## config.mk

```make
export PLATFORM = sky130hd
export DESIGN_NAME = lru_resident_set_tracker_unit
export DESIGN_NICKNAME = d
export VERILOG_FILES = /design/src/hw/rtl/lrst_pkg.sv /design/src/hw/rtl/lrst_cell.sv /design/src/hw/rtl/lrst_suffix.sv /design/src/hw/rtl/lrst_outq.sv /design/src/hw/rtl/lru_resident_set_tracker_unit.sv
export VERILOG_INCLUDE_DIRS = /design/src /design/src/hw/rtl
export SDC_FILE = /design/constraint.sdc
export NUM_CORES = 2
export LEC_CHECK = 0
export BUFFER_PORTS_ARGS = -buffer_cell sky130_fd_sc_hd__buf_2
export CORE_ASPECT_RATIO = 1.2
export CORE_MARGIN = 3
export CORE_UTILIZATION = 35
export CTS_CLUSTER_SIZE = 40
export DETAILED_ROUTE_END_ITERATION = 8
export MAX_ROUTING_LAYER = met4
export PLACE_DENSITY = 0.61
export SYNTH_ARGS = -nofsm -noshare
export SYNTH_HDL_FRONTEND = slang
export SYNTH_SLANG_ARGS = --single-unit
export TNS_END_PERCENT = 50
```

## constraint.sdc

```tcl
create_clock -name i_clk -period 10.3 [get_ports i_clk]
set_input_delay 0 -clock i_clk [delete_from_list [all_inputs] [get_ports i_clk]]
set_output_delay 0 -clock i_clk [all_outputs]
set_load 0.05 [all_outputs]
```

## src/hw/rtl/lru_resident_set_tracker_unit_defines.svh

```systemverilog
// Assertion macros shared by the LRU resident set tracker RTL.
`ifndef LRU_RESIDENT_SET_TRACKER_UNIT_DEFINES_SVH
`define LRU_RESIDENT_SET_TRACKER_UNIT_DEFINES_SVH

`ifndef SYNTHESIS
// Property must hold on every rising clock edge outside reset.
`define LRST_ASSERT(lbl, clk, rst_n, prop) \
    lbl: assert property (@(posedge clk) disable iff (!rst_n) (prop)) \
        else $error("lrst assertion failed");
// Condition must never be seen outside reset.
`define LRST_NEVER(lbl, clk, rst_n, prop) \
    lbl: assert property (@(posedge clk) disable iff (!rst_n) !(prop)) \
        else $error("lrst forbidden condition seen");
`else
`define LRST_ASSERT(lbl, clk, rst_n, prop)
`define LRST_NEVER(lbl, clk, rst_n, prop)
`endif

`endif

```

## src/hw/rtl/lrst_pkg.sv

```systemverilog
// Types and constants shared by the LRU resident set tracker modules.
`timescale 1ns / 1ps

package lrst_pkg;

    localparam int EVENT_KEY_BITS = 32;
    localparam int CAP_BITS       = 7;
    localparam logic [CAP_BITS-1:0] CAP_RESET = 7'd64;

    localparam logic KIND_INSERT = 1'b0;
    localparam logic KIND_EVICT  = 1'b1;

    // One result word as it leaves the block
    typedef struct packed {
        logic                      kind;
        logic [EVENT_KEY_BITS-1:0] key;
        logic                      last;
    } t_event;

    // Per-cell control from the sequencer
    typedef struct packed {
        logic cmp;        // capture the match flag for the offered key
        logic live;       // cell holds a resident key
        logic load_new;   // take the accessed key (new most-recent slot)
        logic load_prev;  // take the key of the more-recent neighbor
    } t_cell_ctl;

    typedef enum logic [1:0] {
        S_IDLE = 2'b01,
        S_UPD  = 2'b10
    } t_state;

endpackage

```

## src/hw/rtl/lrst_cell.sv

```systemverilog
// One cell of the recency chain: holds a key and its match flag.
`timescale 1ns / 1ps

module lrst_cell
    import lrst_pkg::*;
#(
    parameter int KEY_BITS = 32
) (
    input  logic                i_clk,
    input  logic                i_rst_n,
    input  t_cell_ctl           i_ctl,
    input  logic [KEY_BITS-1:0] i_cmp_key,
    input  logic [KEY_BITS-1:0] i_new_key,
    input  logic [KEY_BITS-1:0] i_prev_key,
    output logic [KEY_BITS-1:0] o_key,
    output logic                o_match
);

    logic [KEY_BITS-1:0] r_key;
    logic                r_match;

    // Load the accessed key or shift in the neighbor's key
    always_ff @(posedge i_clk) begin
        if (i_ctl.load_new) begin
            r_key <= i_new_key;
        end else if (i_ctl.load_prev) begin
            r_key <= i_prev_key;
        end
    end

    // Capture the compare result when a word is accepted
    always_ff @(posedge i_clk) begin
        if (!i_rst_n) begin
            r_match <= 1'b0;
        end else if (i_ctl.cmp) begin
            r_match <= i_ctl.live && (r_key == i_cmp_key);
        end
    end

    assign o_key   = r_key;
    assign o_match = r_match;

endmodule

```

## src/hw/rtl/lrst_suffix.sv

```systemverilog
// Parallel suffix OR over the cell match flags (Kogge-Stone form).
`timescale 1ns / 1ps

module lrst_suffix #(
    parameter int N = 64
) (
    input  logic [N-1:0] i_flags,
    output logic [N-1:0] o_any_at_or_after
);

    localparam int LEVELS = $clog2(N);

    logic [N-1:0] lvl [LEVELS+1];

    assign lvl[0] = i_flags;

    // Fold in the flag 2^d cells further down at each level
    for (genvar gd = 0; gd < LEVELS; gd++) begin : g_level
        for (genvar gi = 0; gi < N; gi++) begin : g_bit
            if (gi + (1 << gd) < N) begin : g_or
                assign lvl[gd+1][gi] = lvl[gd][gi] | lvl[gd][gi + (1 << gd)];
            end else begin : g_pass
                assign lvl[gd+1][gi] = lvl[gd][gi];
            end
        end
    end

    assign o_any_at_or_after = lvl[LEVELS];

endmodule

```

## src/hw/rtl/lrst_outq.sv

```systemverilog
// Two-word result queue in front of the output channel.
`timescale 1ns / 1ps

module lrst_outq
    import lrst_pkg::*;
(
    input  logic                      i_clk,
    input  logic                      i_rst_n,
    input  logic                      i_push0,
    input  t_event                    i_word0,
    input  logic                      i_push1,
    input  t_event                    i_word1,
    output logic [1:0]                o_free,
    output logic                      o_out_valid,
    input  logic                      i_out_stall,
    output logic                      o_event_kind,
    output logic [EVENT_KEY_BITS-1:0] o_event_key,
    output logic                      o_last_of_run
);

    t_event     r_s0, r_s1, n_s0, n_s1;
    logic [1:0] r_cnt, n_cnt;
    logic       w_pop;

    assign w_pop = (r_cnt != 2'd0) && !i_out_stall;

    // Drop the delivered word, then append new words behind what remains
    always_comb begin
        n_s0  = r_s0;
        n_s1  = r_s1;
        n_cnt = r_cnt;
        if (w_pop) begin
            n_s0  = r_s1;
            n_cnt = n_cnt - 2'd1;
        end
        if (i_push0) begin
            if (n_cnt == 2'd0) begin
                n_s0 = i_word0;
            end else begin
                n_s1 = i_word0;
            end
            n_cnt = n_cnt + 2'd1;
        end
        if (i_push1) begin
            n_s1  = i_word1;
            n_cnt = n_cnt + 2'd1;
        end
    end

    always_ff @(posedge i_clk) begin
        r_s0 <= n_s0;
        r_s1 <= n_s1;
    end

    always_ff @(posedge i_clk) begin
        if (!i_rst_n) begin
            r_cnt <= 2'd0;
        end else begin
            r_cnt <= n_cnt;
        end
    end

    // Free slots count a word leaving this cycle
    assign o_free        = 2'd2 - r_cnt + {1'b0, w_pop};
    assign o_out_valid   = (r_cnt != 2'd0);
    assign o_event_kind  = r_s0.kind;
    assign o_event_key   = r_s0.key;
    assign o_last_of_run = r_s0.last;

endmodule

```

## src/hw/rtl/lru_resident_set_tracker_unit.sv

```systemverilog
// Operation: an accepted access takes a compare pass, then a shift pass through the row of key
// cells that writes its result words into the output queue; on a full miss the evict word comes
// first and the insert word follows it. A new access is taken only after the shift pass of the
// last one; the shift pass waits while the output queue lacks room.
// Reset (synchronous, active low) empties the set and sets capacity to 64; cells keep keys.
// Top level: sequencer and row of recency cells, least recent key in the last cell.
`timescale 1ns / 1ps

module lru_resident_set_tracker_unit
    import lrst_pkg::*;
#(
    parameter int ENTRIES  = 64,
    parameter int KEY_BITS = 32
) (
    input  logic                      i_clk,
    input  logic                      i_rst_n,
    input  logic                      i_cfg_we,
    input  logic [CAP_BITS-1:0]       i_cfg_wdata,
    input  logic                      i_in_valid,
    output logic                      o_in_stall,
    input  logic [EVENT_KEY_BITS-1:0] i_access_key,
    output logic                      o_out_valid,
    input  logic                      i_out_stall,
    output logic                      o_event_kind,
    output logic [EVENT_KEY_BITS-1:0] o_event_key,
    output logic                      o_last_of_run
);

`include "lru_resident_set_tracker_unit_defines.svh"

    localparam int OW   = $clog2(ENTRIES + 1);
    localparam int CW   = (OW > CAP_BITS) ? OW : CAP_BITS;
    localparam int WIDE = (KEY_BITS > EVENT_KEY_BITS) ? KEY_BITS : EVENT_KEY_BITS;

    t_state              r_state;
    logic [OW-1:0]       r_occ;
    logic [CAP_BITS-1:0] r_cap;
    logic [KEY_BITS-1:0] r_key;

    logic [WIDE-1:0]     w_in_wide, w_new_wide, w_tail_wide;
    logic [KEY_BITS-1:0] w_in_key;
    logic [KEY_BITS-1:0] w_cell_key [ENTRIES];
    logic [ENTRIES-1:0]  w_match, w_sfx;
    t_cell_ctl           w_ctl [ENTRIES];

    logic          w_acc, w_upd, w_hit, w_room, w_full_miss;
    logic [OW-1:0] w_mru, w_tgt;
    logic [CW-1:0] w_cap_w, w_eff;
    logic [1:0]    w_free, w_need;
    t_event        w_word0, w_word1;

    // Size the incoming key to the stored width
    assign w_in_wide = WIDE'(i_access_key);
    assign w_in_key  = w_in_wide[KEY_BITS-1:0];

    // Accept only between updates
    assign o_in_stall = !i_rst_n || (r_state != S_IDLE);
    assign w_acc      = i_in_valid && !o_in_stall;

    // Clamp capacity to 1..ENTRIES
    assign w_cap_w = CW'(r_cap);
    always_comb begin
        if (w_cap_w == '0) begin
            w_eff = CW'(1);
        end else if (w_cap_w > CW'(ENTRIES)) begin
            w_eff = CW'(ENTRIES);
        end else begin
            w_eff = w_cap_w;
        end
    end

    // Resident keys sit in cells mru..ENTRIES-1, most recent first
    assign w_mru       = OW'(ENTRIES) - r_occ;
    assign w_hit       = w_sfx[0];
    assign w_room      = CW'(r_occ) < w_eff;
    assign w_full_miss = !w_hit && !w_room;
    assign w_tgt       = (w_hit || !w_room) ? w_mru : (w_mru - OW'(1));
    assign w_need      = w_full_miss ? 2'd2 : 2'd1;
    assign w_upd       = (r_state == S_UPD) && (w_free >= w_need);

    // Drive each cell: compare on accept, shift toward the tail on update
    always_comb begin
        for (int i = 0; i < ENTRIES; i++) begin
            w_ctl[i].cmp       = w_acc;
            w_ctl[i].live      = (OW'(i) >= w_mru);
            w_ctl[i].load_new  = w_upd && (OW'(i) == w_tgt);
            w_ctl[i].load_prev = w_upd && (OW'(i) > w_tgt) && (w_sfx[i] || w_full_miss);
        end
    end

    for (genvar gi = 0; gi < ENTRIES; gi++) begin : g_cell
        lrst_cell #(
            .KEY_BITS (KEY_BITS)
        ) u_cell (
            .i_clk      (i_clk),
            .i_rst_n    (i_rst_n),
            .i_ctl      (w_ctl[gi]),
            .i_cmp_key  (w_in_key),
            .i_new_key  (r_key),
            .i_prev_key ((gi == 0) ? r_key : w_cell_key[(gi == 0) ? 0 : gi - 1]),
            .o_key      (w_cell_key[gi]),
            .o_match    (w_match[gi])
        );
    end

    lrst_suffix #(
        .N (ENTRIES)
    ) u_suffix (
        .i_flags           (w_match),
        .o_any_at_or_after (w_sfx)
    );

    // Build result words; evict comes from the fixed tail cell
    assign w_new_wide  = WIDE'(r_key);
    assign w_tail_wide = WIDE'(w_cell_key[ENTRIES-1]);
    always_comb begin
        w_word1.kind = KIND_INSERT;
        w_word1.key  = w_new_wide[EVENT_KEY_BITS-1:0];
        w_word1.last = 1'b1;
        if (w_full_miss) begin
            w_word0.kind = KIND_EVICT;
            w_word0.key  = w_tail_wide[EVENT_KEY_BITS-1:0];
            w_word0.last = 1'b0;
        end else begin
            w_word0 = w_word1;
        end
    end

    lrst_outq u_outq (
        .i_clk         (i_clk),
        .i_rst_n       (i_rst_n),
        .i_push0       (w_upd),
        .i_word0       (w_word0),
        .i_push1       (w_upd && w_full_miss),
        .i_word1       (w_word1),
        .o_free        (w_free),
        .o_out_valid   (o_out_valid),
        .i_out_stall   (i_out_stall),
        .o_event_kind  (o_event_kind),
        .o_event_key   (o_event_key),
        .o_last_of_run (o_last_of_run)
    );

    // Hold the accessed key for the update pass
    always_ff @(posedge i_clk) begin
        if (w_acc) begin
            r_key <= w_in_key;
        end
    end

    // Sequence compare and update, track occupancy and capacity
    always_ff @(posedge i_clk) begin
        if (!i_rst_n) begin
            r_state <= S_IDLE;
            r_occ   <= '0;
            r_cap   <= CAP_RESET;
        end else begin
            if (i_cfg_we) begin
                r_cap <= i_cfg_wdata;
            end
            case (r_state)
                S_IDLE: begin
                    if (w_acc) begin
                        r_state <= S_UPD;
                    end
                end
                S_UPD: begin
                    if (w_upd) begin
                        r_state <= S_IDLE;
                        if (!w_hit && w_room) begin
                            r_occ <= r_occ + OW'(1);
                        end
                    end
                end
                default: begin
                    r_state <= S_IDLE;
                end
            endcase
        end
    end

    `LRST_ASSERT(a_occ_bound, i_clk, i_rst_n, r_occ <= OW'(ENTRIES))
    `LRST_ASSERT(a_unique_hit, i_clk, i_rst_n, (r_state == S_UPD) |-> $onehot0(w_match))
    `LRST_ASSERT(a_acc_to_upd, i_clk, i_rst_n, w_acc |=> (r_state == S_UPD))
    `LRST_ASSERT(a_occ_step, i_clk, i_rst_n, (r_occ != $past(r_occ)) |-> (r_occ == $past(r_occ) + OW'(1)))

endmodule

```

After elaboration in Yosys (flattened, before gate mapping)
Cells that the tools add are included.

word-level totals
  bits in registers = 2230
  latch bits = 0
  memory bits (writable) = 0
  memory bits (read-only) = 0
  output and inout port bits = 36
  word-level logic and storage cells = 1284
  memories = 0

cells by class
  add/sub/neg operators = 8
  multiply operators = 0
  divide/modulo/power cells = 0
  $lt $le $gt $ge = 131
  equal/unequal tests = 133
  shifts and indexed selects = 0
  muxes and demuxes = 145
  bitwise operators = 322
  reduce and logical (&&, ||, !) cells = 406

operator list
  kind                number
  $mux 32             128
  $eq 32x32->1        64
  $or 1x1->1          321
  $logic_and 1x1->1   262
  $eq 6x7->1 const A  32
  $ge 6x7->1 const A  32
  $gt 6x7->1 const A  32
  $mux 34             4
  $reduce_bool 2->1   66
  $eq 5x7->1 const A  16
  $ge 5x7->1 const A  16
  $gt 5x7->1 const A  16
  $mux 33             3
  $logic_or 1x1->1    66
  $eq 4x7->1 const A  8
  $ge 4x7->1 const A  8
  $gt 4x7->1 const A  8
  $eq 3x7->1 const A  4
  $ge 3x7->1 const A  4
  $gt 3x7->1 const A  4
  $mux 7              3
  $eq 2x7->1 const A  2
  $ge 1x7->1 const A  2
  $ge 2x7->1 const A  2
  25 further kinds    42

Depth between registers and ports, before layout
  depth after elaboration = 15
  depth in mapped cells = 21
  gate-level depth less buffers = 17

Hierarchy
Synthesis repeated with hierarchy kept, for this count alone.

unflattened totals
  cell total of the unflattened synthesis = 8562
  area total of the unflattened synthesis = 120204.0 µm²

by module, submodules not included
  module                         times used  cells each  area each (µm²)  seq. area each (µm²)
  lrst_cell                      64          116         1731.7           980.9
  lru_resident_set_tracker_unit  1           756         5510.3           1281.2
  lrst_outq                      1           248         3037.9           1741.7
  lrst_suffix                    1           134         829.5            0.0

Worst setup path before layout
OpenSTA, ideal clock, no wires.

  path kind = reg2reg
  from = register g_cell[40].u_cell.r_match
  to = register g_cell[60].u_cell.r_key[0], enable pin
  setup time = 510 ps
  arrival time = 8121 ps
  required time = 9790 ps
  slack = 1668 ps
  cell stages (with the launch flop) = 17
  path buffers = 4
  period minus slack after synthesis = 8632 ps
  path through = dfxtp_1 -> or4_4 -> or4b_4 -> or4_1 -> buf_2 -> nor4_1 -> clkbuf_1 -> clkinv_1 -> ha_1 -> nand2b_1 -> a21oi_1 -> or2_2 -> buf_1 -> or4_4 -> and2_1 -> buf_6 -> o41ai_1

on the way
  cells in the longest elaborated chain, start to end = 14
  elaborated cells on any way between the ends = 20

RTL lines
  element                                                             RTL line           RTL
  from (decl)                                                         lrst_cell.sv:20    logic r_match;
  from (signal assigned)                                              lrst_cell.sv:36    r_match <= i_ctl.live && (r_key == i_cmp_key);
  $or 1x1->1 * (6 in series)                                          lrst_suffix.sv:21  assign lvl[gd+1][gi] = lvl[gd][gi] | lvl[gd][gi + (1 << gd)];
  parallel branches: the longest is 7 deep, another holds $gt 6x7->1  --
  $reduce_bool 2->1 (no line) *                                       --
  to (signal assigned)                                                lrst_cell.sv:25    r_key <= i_new_key;
  to (signal assigned)                                                lrst_cell.sv:27    r_key <= i_prev_key;
  to (decl)                                                           lrst_cell.sv:19    logic [KEY_BITS-1:0] r_key;

Mark *: on every way between the ends.
A chain may end at the register's enable or synchronous reset.

Final worst setup path
  from = register g_cell[44].u_cell.r_match
  to = register g_cell[63].u_cell.r_key[15], enable pin

on the way
  cells in the longest elaborated chain, start to end = 14
  elaborated cells on any way between the ends = 20

RTL lines
  element                                                             RTL line
  from (decl)                                                         lrst_cell.sv:20
  from (signal assigned)                                              lrst_cell.sv:36
  $or 1x1->1 * (6 in series)                                          lrst_suffix.sv:21
  parallel branches: the longest is 7 deep, another holds $gt 6x7->1  --
  $reduce_bool 2->1 (no line) *                                       --
  to (signal assigned)                                                lrst_cell.sv:25
  to (signal assigned)                                                lrst_cell.sv:27
  to (decl)                                                           lrst_cell.sv:19

Marked as above.

==> results.yml <==
drt:
  dr.pass1.iters: 6
  vias: 77500
  wl_per_cell_um: 34.0
  avgViaCountPerCell: 5.80
  drtIter0Drc: 9061
  routed_wl_mm: 455
  drcViolationCount: 0
  ant_nets: 0
grt:
  overflow: 0
  grt_max_degree: 69
  grt_most_used_layer: "met2"
  met1_usage_pct: 31.0
  use_met2_pct: 42.0
  grt_pass1_vias: 78500
  grt_use_met3_pct: 4.20
  grt_usage_pct: 25.9
  grt_pass1_wl_mm: 627
  antenna_found_initial: 36
worst_setup_path:
  reg2reg_slack_ns: 2.00
  cp-startpoint: "g_cell[44].u_cell.o_match"
  path_class: "reg -> reg"
  cp.required_ns: 10.93
  crit_fanout: 38
  arrival_ns: 8.93
  worstSetupStartpointType: "register"
  ff2ff_path_depth: 16
  r2r_end: "g_cell[63].u_cell.o_key[15]"
  setup.worst_path.end: "g_cell[63].u_cell.o_key[15]"
  timing.critical_path.to_type: "register"
  reg2reg_from: "g_cell[44].u_cell.o_match"
synthesis:
  yosysSeqAreaShare_pct: 55.0
  synthArstFlopShare_pct: 0
  netlist_area_um2: 120000
  synth-main-ff-cell: "edfxtp_1"
  ys_warn_count: 0
  syn_inst: 8675
  syn-num-nets: 8734
  synth_edf_count: 2112
  syn_avg_cell_area_um2: 13.8
  synth_cell_types: 74
  synth_seq_cells: 2230
place:
  hpwl_mm: 297
  place_inst: 12800
  pre_cts_ws_ns: 2.13
  place_area_um2: 126000
  port_buffers: 79
  gp_congestion: 0.971
floorplanning:
  core_um2: 339000
  floorplan.initialDensity_pct: 35.3
  pin_count: 80
  fp.dieW_um: 540
  die_area_um2: 349000
  rows: 234
  die_h_um: 647
sta:
  tightestPinTransition_ns: 1.40
  timing.fmax_mhz: 120
  finalClockSkew_ns: 0.103
  layout_setup_ws_ns: 2.00
  hold_violations: 0
  setup_violations: 0
  slew_violations: 0
  holdWs_ns: 0.0328
  finalCritPeriodShare_pct: 80.6
  relSlewSlack_pct: 5.78
  timing.setup.tns_ns: 0
  rsz0062_at_grt: "no"
  finalCriticalPeriod_ns: 8.30
power:
  ir_drop_mv: 0.139
  total_power_mw: 20.7
  p_leak_nw: 42.3
  clockPowerShare_pct: 42.1
  power_density_nw_per_um2: 154
  p_switching_mw: 5.35
  power_switching_share_pct: 25.9
  combPwrFrac_pct: 9.8
  seq_power_share_pct: 48.0
  internal-power_mw: 15.3
layout:
  synthToLayoutAreaGrowth_pct: 12.4
  final_core_util_pct: 39.6
  fill_cells: 31300
  stdcell_area_um2: 135000
  drive_gt1_share_pct: 32.4
  instances_no_fill: 13400
  nNetsFinal: 8710
job:
  max_cap_violations: 0
clock_network:
  worst_setup_hold_path_clk_slew_ns: 0.07
  post_cts_buffers: 0
  clock_latency_ns: 0.95
  cts-buffers-inserted: 243
  cts_tree: "yes"
  clockBufferDepth: 4
  cts_root_buf: "clkbuf_16"
  clock-sinks: 2230
  post_cts_resized: 0
  htree_levels: 4
run_status:
  outcome: "complete, no violations"
hold_path:
  hold_path_class: "in -> reg"
  hold_depth: 5
## placed cells by master (no fill, tap or decap), types with 52 or more instances in the layout
cell           netlist  layout
buf_4                0     286
nand2_1            176     175
edfxtp_1          2112    2112
nor2_1              63      52
mux2_2            2013    2013
clkbuf_1           510      52
o21ai_0            133      96
xor2_1             455     454
nand4_1            462     462
dlygate4sd3_1        0     101
clkbuf_16            0     243
dfxtp_1            118     118
nor4_1             230     228
clkinv_1             1      55
xnor2_1           1609    1608
## worst min-delay path by stage
stage / startpoint / to / slack (ns)
after floorplan: i_access_key[0] / r_key[0] / 0.1
after global placement: i_cfg_wdata[0] / r_cap[0] / 0.26
after detailed placement: i_cfg_wdata[5] / r_cap[5] / 0.27
after CTS: i_access_key[21] / r_key[21] / 0.002
after global routing: i_access_key[21] / g_cell[17].u_cell.o_match / 0.04
final: i_access_key[21] / g_cell[17].u_cell.o_match / 0.03
## flip-flops by register name, indices dropped and copies added (netlist names)
signal and cells:
r_key 32, u_outq.r_s1 34, r_occ 7, r_cap 7
g_cell.u_cell.o_match 64, u_outq.o_event_key 32, g_cell.u_cell.o_key 2048, r_state 2
u_outq.o_last_of_run 1, u_outq.o_event_kind 1, u_outq.r_cnt 2
## cells in the mapped netlist (16+ instances only)
| cell | n | area share (%) |
|---|---|---|
| a21boi_0 | 20 | 0.13 |
| a21oi_1 | 55 | 0.23 |
| and2_1 | 46 | 0.24 |
| buf_1 | 96 | 0.30 |
| buf_2 | 130 | 0.54 |
| clkbuf_1 | 510 | 1.6 |
| dfxtp_1 | 118 | 2.0 |
| edfxtp_1 | 2112 | 53 |
| mux2_2 | 2013 | 19 |
| mux2_4 | 29 | 0.36 |
| mux2i_1 | 44 | 0.37 |
| nand2_1 | 176 | 0.55 |
| nand3_1 | 60 | 0.25 |
| nand4_1 | 462 | 2.4 |
| nor2_1 | 63 | 0.20 |
| nor3_1 | 38 | 0.16 |
| nor4_1 | 230 | 1.2 |
| o211ai_1 | 29 | 0.18 |
| o21ai_0 | 133 | 0.56 |
| o31ai_1 | 19 | 0.12 |
| o41ai_1 | 16 | 0.12 |
| or3_1 | 18 | 0.094 |
| xnor2_1 | 1609 | 12 |
| xor2_1 | 455 | 3.3 |
## critical path: stages, from the launching register on
cell	delay (ns)
dfxtp_1	0.36
nor4_1	0.62
or4b_4	0.58
or4_1	0.70
nor4_2	0.20
buf_4	0.56
clkinv_1	0.67
ha_1	0.50
nand2b_1	0.16
a21oi_1	0.13
or2_2	0.42
or4_4	0.56
and2_1	0.47
or3_1	0.59
buf_4	0.31
nand2_1	0.83
buf_4	0.32
## cell type report
| class | count | area (µm²) | area share (%) |
|---|---|---|---|
| repair buffers | 471 | 3840 | 2.86 |
| flip-flops and latches | 2230 | 65800 | 48.9 |
| multi-input cells | 5693 | 51500 | 38.3 |
| diodes | 24 | 60.1 | 0.0447 |
| well taps | 4484 | 5610 | 4.17 |
| clock buffers | 296 | 6290 | 4.68 |
| clock inverters | 143 | 1380 | 1.03 |
| inverters | 12 | 45.0 | 0.0335 |
## power by group through the flow
stage / sequential, mW / combinational (mW) / clock [mW]
CTS: 9.93 / 1.98 / 8.78
global placement: 10.1 / 1.95 / 0
global route: 9.93 / 2.06 / 9.12
finish: 9.93 / 2.03 / 8.71
floorplan: 10.3 / 0.928 / 0
detailed placement: 10.1 / 1.95 / 0
## metal layers
layer,up-vias,routed length [µm]
li1,32200,-
met1,39900,174000
met2,4187,216000
met3,1255,35600
met4,0,29200
met5,-,0
## cells by family after synthesis
logic type / synth area share, %
xor+xnor: 15.1
mux: 19.7
flops: 55.0
fa+ha+maj: 0.157
simple gates: 5.65
buf+inv: 2.52
compound gates: 1.85
## what timing repair did
action,in CTS,in global routing
setup endpoints to repair,0,0
hold buffers,101,0
endpoints found under the hold margin,110,0
Power figures use the tool's default switching activity.
